### src/bilinear_crop_resize_assert.svh
// ----------------------------------------------------------------------------
// bilinear crop resize assertion macros
// shared property forms, clocked on clk and disabled while rst_n is low
// ----------------------------------------------------------------------------
`ifndef BILINEAR_CROP_RESIZE_ASSERT_SVH
`define BILINEAR_CROP_RESIZE_ASSERT_SVH

// same-cycle implication
`define BCR_ASSERT_IMP(lbl, ante, cons) \
  lbl: assert property (@(posedge clk) disable iff (!rst_n) (ante) |-> (cons)) \
    else $error("bcr assertion failed");

// next-cycle implication
`define BCR_ASSERT_NXT(lbl, ante, cons) \
  lbl: assert property (@(posedge clk) disable iff (!rst_n) (ante) |=> (cons)) \
    else $error("bcr assertion failed");

`endif

### src/bcr_pkg.sv
// ----------------------------------------------------------------------------
// bcr_pkg
// shared types, codes and helpers of the bilinear crop resize block
// ----------------------------------------------------------------------------
package bcr_pkg;

  localparam int unsigned MAX_DIM          = 4096;
  localparam int unsigned STORE_PIXELS_DEF = 65536;
  localparam int unsigned HALF_Q16         = 32768;
  localparam int unsigned WEIGHT_ONE       = 256;

  localparam int unsigned DIM_W  = 13;
  localparam int unsigned POS_W  = 12;
  localparam int unsigned QUO_W  = 29;
  localparam int unsigned REM_W  = 12;
  localparam int unsigned NUM_W  = 28;
  localparam int unsigned CFG_IDX_W = 4;

  // input kinds
  localparam logic [1:0] MODE_LOAD  = 2'd0;
  localparam logic [1:0] MODE_EMIT  = 2'd1;
  localparam logic [1:0] MODE_START = 2'd2;

  // register indexes
  localparam logic [CFG_IDX_W-1:0] REG_FRAME_W  = 4'd0;
  localparam logic [CFG_IDX_W-1:0] REG_FRAME_H  = 4'd1;
  localparam logic [CFG_IDX_W-1:0] REG_CROP_X   = 4'd2;
  localparam logic [CFG_IDX_W-1:0] REG_CROP_Y   = 4'd3;
  localparam logic [CFG_IDX_W-1:0] REG_CROP_W   = 4'd4;
  localparam logic [CFG_IDX_W-1:0] REG_CROP_H   = 4'd5;
  localparam logic [CFG_IDX_W-1:0] REG_OUT_W    = 4'd6;
  localparam logic [CFG_IDX_W-1:0] REG_OUT_H    = 4'd7;

  typedef struct packed {
    logic       load_we;
    logic       lp_clr;
    logic       div_start;
    logic       div_sel;     // 0 columns, 1 rows
    logic       tap_setup;
    logic       row_mul;
    logic       row_sel;
    logic       acc_clr;
    logic       tap_rd;
    logic [1:0] tap_idx;
    logic       advance;
    logic       out_load;
    logic       out_pix;
    logic       out_last;
    logic       out_status;
    logic       out_err;
  } dp_cmd_t;

  typedef struct packed {
    logic geo_ok;
    logic div_done;
    logic frame_last;
    logic out_busy;
  } dp_sts_t;

  typedef struct packed {
    logic [POS_W-1:0] i0;
    logic [POS_W-1:0] i1;
    logic [7:0]       frac;
  } taps_t;

  // split a walk position into two clamped tap indices and a q8 fraction
  function automatic taps_t tap_split(input logic [QUO_W-1:0] q,
                                      input logic [POS_W-1:0] origin,
                                      input logic [DIM_W-1:0] extent);
    logic [29:0] c;
    logic [13:0] fp1;
    logic [13:0] a;
    logic [13:0] b;
    logic [13:0] lo;
    logic [13:0] hi;
    taps_t       t;
    c   = {1'b0, q} + {2'b0, origin, 16'b0} + 30'(HALF_Q16);
    fp1 = c[29:16];
    a   = (fp1 == 14'd0) ? 14'd0 : fp1 - 14'd1;
    b   = fp1;
    lo  = {2'b0, origin};
    hi  = lo + {1'b0, extent} - 14'd1;
    if (a < lo) a = lo;
    if (a > hi) a = hi;
    if (b < lo) b = lo;
    if (b > hi) b = hi;
    t.i0   = a[POS_W-1:0];
    t.i1   = b[POS_W-1:0];
    t.frac = c[15:8];
    return t;
  endfunction

endpackage

### src/bcr_ctrl.sv
// ----------------------------------------------------------------------------
// bcr_ctrl
// sequencer for start, load and emit beats
// ----------------------------------------------------------------------------
module bcr_ctrl
  import bcr_pkg::*;
(
  input  logic                 clk,
  input  logic                 rst_n,
  input  logic                 in_tvalid,
  output logic                 in_tready,
  input  logic [1:0]           in_tuser,
  input  logic                 cfg_we,
  input  logic [CFG_IDX_W-1:0] cfg_addr,
  input  dp_sts_t              sts,
  output dp_cmd_t              cmd
);

  `include "bilinear_crop_resize_assert.svh"

  localparam logic [3:0] S_IDLE    = 4'd0;
  localparam logic [3:0] S_DIV_COL = 4'd1;
  localparam logic [3:0] S_DIV_ROW = 4'd2;
  localparam logic [3:0] S_TAPS    = 4'd3;
  localparam logic [3:0] S_ROW0    = 4'd4;
  localparam logic [3:0] S_ROW1    = 4'd5;
  localparam logic [3:0] S_TAP     = 4'd6;
  localparam logic [3:0] S_DRAIN   = 4'd7;
  localparam logic [3:0] S_FIN     = 4'd8;

  logic [3:0] state_r, state_nxt;
  logic [1:0] tap_r, tap_nxt;
  logic       ready_r, ready_nxt;
  logic       accept;

  assign in_tready = (state_r == S_IDLE) && !sts.out_busy;
  assign accept    = in_tvalid && in_tready;

  // next state and commands
  always_comb begin
    state_nxt = state_r;
    tap_nxt   = tap_r;
    ready_nxt = ready_r;
    cmd       = '0;
    case (state_r)
      S_IDLE: begin
        if (accept) begin
          case (in_tuser)
            MODE_LOAD: cmd.load_we = 1'b1;
            MODE_START: begin
              cmd.lp_clr = 1'b1;
              ready_nxt  = 1'b0;
              if (sts.geo_ok) begin
                cmd.div_start = 1'b1;
                state_nxt     = S_DIV_COL;
              end else begin
                cmd.out_load   = 1'b1;
                cmd.out_status = 1'b1;
                cmd.out_err    = 1'b1;
              end
            end
            MODE_EMIT: begin
              if (ready_r) begin
                state_nxt = S_TAPS;
              end else begin
                cmd.out_load = 1'b1;
                cmd.out_err  = 1'b1;
              end
            end
            default: ;
          endcase
        end
      end
      S_DIV_COL: begin
        if (sts.div_done) begin
          cmd.div_start = 1'b1;
          cmd.div_sel   = 1'b1;
          state_nxt     = S_DIV_ROW;
        end
      end
      S_DIV_ROW: begin
        if (sts.div_done) begin
          cmd.out_load   = 1'b1;
          cmd.out_status = 1'b1;
          ready_nxt      = 1'b1;
          state_nxt      = S_IDLE;
        end
      end
      S_TAPS: begin
        cmd.tap_setup = 1'b1;
        state_nxt     = S_ROW0;
      end
      S_ROW0: begin
        cmd.row_mul = 1'b1;
        cmd.acc_clr = 1'b1;
        state_nxt   = S_ROW1;
      end
      S_ROW1: begin
        cmd.row_mul = 1'b1;
        cmd.row_sel = 1'b1;
        tap_nxt     = 2'd0;
        state_nxt   = S_TAP;
      end
      S_TAP: begin
        cmd.tap_rd  = 1'b1;
        cmd.tap_idx = tap_r;
        tap_nxt     = tap_r + 2'd1;
        if (tap_r == 2'd3) state_nxt = S_DRAIN;
      end
      S_DRAIN: state_nxt = S_FIN;
      S_FIN: begin
        cmd.out_load = 1'b1;
        cmd.out_pix  = 1'b1;
        cmd.out_last = sts.frame_last;
        cmd.advance  = 1'b1;
        if (sts.frame_last) ready_nxt = 1'b0;
        state_nxt = S_IDLE;
      end
      default: state_nxt = S_IDLE;
    endcase
    // a write to a real register needs a fresh start
    if (cfg_we && (cfg_addr <= REG_OUT_H)) ready_nxt = 1'b0;
  end

  // state registers
  always_ff @(posedge clk) begin
    if (!rst_n) begin
      state_r <= S_IDLE;
      tap_r   <= '0;
      ready_r <= 1'b0;
    end else begin
      state_r <= state_nxt;
      tap_r   <= tap_nxt;
      ready_r <= ready_nxt;
    end
  end

  // checks
  `BCR_ASSERT_IMP(a_no_result_overrun, cmd.out_load, !sts.out_busy)
  `BCR_ASSERT_IMP(a_div_done_in_seed, sts.div_done, (state_r == S_DIV_COL) || (state_r == S_DIV_ROW))
  `BCR_ASSERT_NXT(a_last_ends_frame, cmd.advance && sts.frame_last, !ready_r)
  `BCR_ASSERT_IMP(a_emit_needs_frame, state_r == S_TAPS, ready_r)

endmodule

### config.mk
export PLATFORM = sky130hd
export DESIGN_NAME = bcr_ctrl
export DESIGN_NICKNAME = d
export VERILOG_FILES = /design/src/bcr_pkg.sv /design/src/bcr_ctrl.sv
export VERILOG_INCLUDE_DIRS = /design/src /design/src/src
export SDC_FILE = /design/constraint.sdc
export NUM_CORES = 1
export LEC_CHECK = 0
export ABC_AREA = 1
export BUFFER_PORTS_ARGS = -buffer_cell sky130_fd_sc_hd__buf_2
export CORE_MARGIN = 2
export CORE_UTILIZATION = 45
export DETAILED_ROUTE_END_ITERATION = 16
export PLACE_DENSITY = 0.88
export SYNTH_ARGS = -nofsm -noshare
export SYNTH_HDL_FRONTEND = slang
export SYNTH_SLANG_ARGS = --single-unit
### constraint.sdc
create_clock -name clk -period 1.9 [get_ports clk]
set_clock_uncertainty 0.2 [all_clocks]
set_input_delay 0.38 -clock clk [delete_from_list [all_inputs] [get_ports clk]]
set_output_delay 0.38 -clock clk [all_outputs]
set_load 0.03 [all_outputs]
==> impl_metrics.yaml <==
floorplan:
  die_height_um: 43.46
  core-area_mm2: 0.001489
  dieWidth_um: 43.46
  num_rows: 14
  ioPinCount: 32
  die_area_mm2: 0.001889
  start_util: 0.4706
grt:
  grt.overflow.total: 0
  antenna_found_initial: 0
  grt_pass1_wl_um: 3553
  grt_start_max_net_pins: 10
  gr-usage-all-layers: 0.2397
  grt_pass1_vias: 911
sta:
  setup_violations: 14
  fin_ws_ps: -102.4
  max_freq_mhz: 499.4
  fin_crit_sh: 1.054
  finalMaxSlewViolations: 0
  finalHoldViolations: 0
  period_minus_slack_ps: 2002
  relSlewSlack: 0.8217
  grt_setup_unrepaired: "true"
  finalSetupTns_ps: -561.3
  tightest_slew_ps: 264.7
logic_synthesis:
  synth.avg_cell_area_um2: 6.093
  syn-cell-area_um2: 700.7
  ys_ff_latch: 7
  yosysTopAreaCell: "dfxtp_1"
  synth_top_area_share: 0.2000
  synth-async-reset-ratio: 0
  yosys-top-cells-area: "dfxtp_1 20%, inv_1 12%, nor2_1 9.1%"
  synth_top_family_by_area: "simple AND/OR/NAND/NOR gates"
  synth_flop_cell: "dfxtp_1"
  yosysMostFrequentCell: "inv_1"
  synth.area.mux_share: 0
  synth_compound_area_frac: 0.1125
  synthAdderAreaFrac: 0.07143
  synth-simple-area-share: 0.4554
  ys_seq_area_frac: 0.2000
  synth_enable_flop_cells: 0
  syn_inst: 115
  synth_xor_area_frac: 0
  synth_cell_types: 21
  yosysWarnings: 0
  synth_fp_nets: 133
  synth_common_cells: "22 x inv_1, 17 x nor2_1, 15 x nand2_1"
cts:
  htreeDepth: 1
  cts-buffers-inserted: 3
  cts_tree: "yes"
  clkSinkCount: 7
  clockBufferDepth: 2
  clkLatencyLatePin_ps: 250
  clock-root-buffer: "clkbuf_4"
  clk_pin_slew_ps: 50
layout:
  fin_nets: 188
  multi_input_area_um2: 544.3
  antennaDiodeCount: 0
  area_delta_synth_final_pct: 77.86
  seq_area_um2: 147.6
  drive_above_1_share: 0.5621
  nFillCells: 99
critical_path:
  cp-start-kind: "flop"
  path_max_fanout: 7
  end_kind: "output port"
  criticalPathCategory: "flop to output port"
  worstPathRequired_ps: 1320
  critPathArrivalTime_ps: 1420
detailed_routing:
  vias: 974
  wl_um: 2555
  vias_per_cell: 5.265
  firstDrtPassIters: 4
  detail-route-antenna-nets: 0
  drc_errors: 0
  wl_per_cell_um: 13.81
  drtIter0Drc: 16
power:
  comb_power_share: 0.732
  p_total_mw: 1.410
  pwr-share-seq: 0.170
  irDropWorstVdd_v: 0.001088
  internal_power_uw: 678.9
  powerDensity_mw_per_mm2: 1131
  switching_share: 0.5183
  p_clk_frac: 0.098
  p_leak_nw: 0.6577
  power_switching_uw: 730.7
status:
  violations: "setup timing"
  run_status: "finished, violations left"
flow_run:
  cap_violations: 0
place:
  gp_congestion: 0.8048
  dp_hpwl_um: 1506
  io_buffers: 28
worst_hold_path:
  hold_class: "primary input to flop"
==> cells in the final DEF (no fill, tap or decap) <==
master	count
buf_6	10
nor2_2	6
dfxtp_1	3
nand2_2	3
nand3_2	3
inv_2	8
a21oi_2	1
nand2_4	1
buf_12	1
o21ai_4	2
clkbuf_1	1
nand4_1	2
nand3b_1	1
nor4_1	1
buf_2	14
nand3_1	9
dfxtp_2	3
ha_4	1
buf_4	24
nor3_1	2
clkbuf_4	6
nor3_4	2
a21oi_1	6
nor2_4	7
inv_1	16
nand2_1	13
ha_1	3
nor2_1	11
o21ai_0	6
dfxtp_4	1
inv_4	2
==> area by class of cell <==
class                      count  area share
clock buffer                   4     0.02108
inverter                      26     0.08233
multi-input combinational     80      0.4367
sequential                     7      0.1185
tap                           16     0.01606
timing repair buffer          52      0.3253
==> power by group through the flow <==
| stage | Sequential [mW] | Combinational [mW] | Clock, mW |
|---|---|---|---|
| after floorplan | 0.236 | 0.591 | 0 |
| after global placement | 0.245 | 0.743 | 0 |
| final | 0.239 | 1.03 | 0.139 |
| after detailed placement | 0.247 | 0.768 | 0 |
| after global routing | 0.242 | 1.11 | 0.150 |
| after CTS | 0.235 | 0.910 | 0.137 |
==> flip-flops by register name (all words and copies together) (netlist names) <==
signal and cells:
tap_r 2, ready_r 1, state_r 4
==> critical path, cell delays in order (launching register included) <==
cell,delay [ps]
dfxtp_2,340
nor2_4,160
buf_4,150
buf_6,120
inv_2,60
nor3_4,190
buf_6,160
==> stage by stage <==
step | hold slack [ps] | cells | instance area (um2) | utilization | setup WS [ps]
after CTS | 181.3 | 179 | 1137 | 0.7639 | -58.12
after detailed placement | 291.6 | 167 | 974.7 | 0.6546 | -128.8
after global placement | 272.2 | 167 | 974.7 | 0.6546 | -96.94
after floorplan | 247.3 | 115 | 754.5 | - | -103.0
after global routing | 196.8 | 185 | 1246 | 0.8370 | -161.6
final | 180.6 | 185 | 1246 | 0.8370 | -102.4
==> final timing paths <==
check                   from    endpoint  slack, ps  depth (start not counted)
setup / recovery  state_r[3]     cmd[12]       -100                          6
hold / removal         rst_n  state_r[0]        180                          3
setup reg to reg  state_r[2]  state_r[1]        170                         10
hold reg to reg     tap_r[1]    tap_r[1]        310                          2
==> routing by layer <==
metal	routed length (um)	part of all wire	GRT usage
met5	0	0	0
met4	100	0.039	0.09697
met3	132	0.052	0.02083
met2	1354	0.53	0.4627
met1	968	0.38	0.2646
==> timing repair <==
action	in CTS	in global routing
setup endpoints to repair	12	17
buffers inserted	8	6
gates resized for setup	24	17
hold buffers	0	0
pin swaps	9	5
==> kinds of logic (layout without fill, tap and decap cells) <==
logic type,Yosys count,count (layout)
flops,7,7
compound gates,15,15
simple gates,61,61
buf+inv,28,82
fa+ha+maj,4,4
No activity file was read; power rests on OpenSTA's default activity.
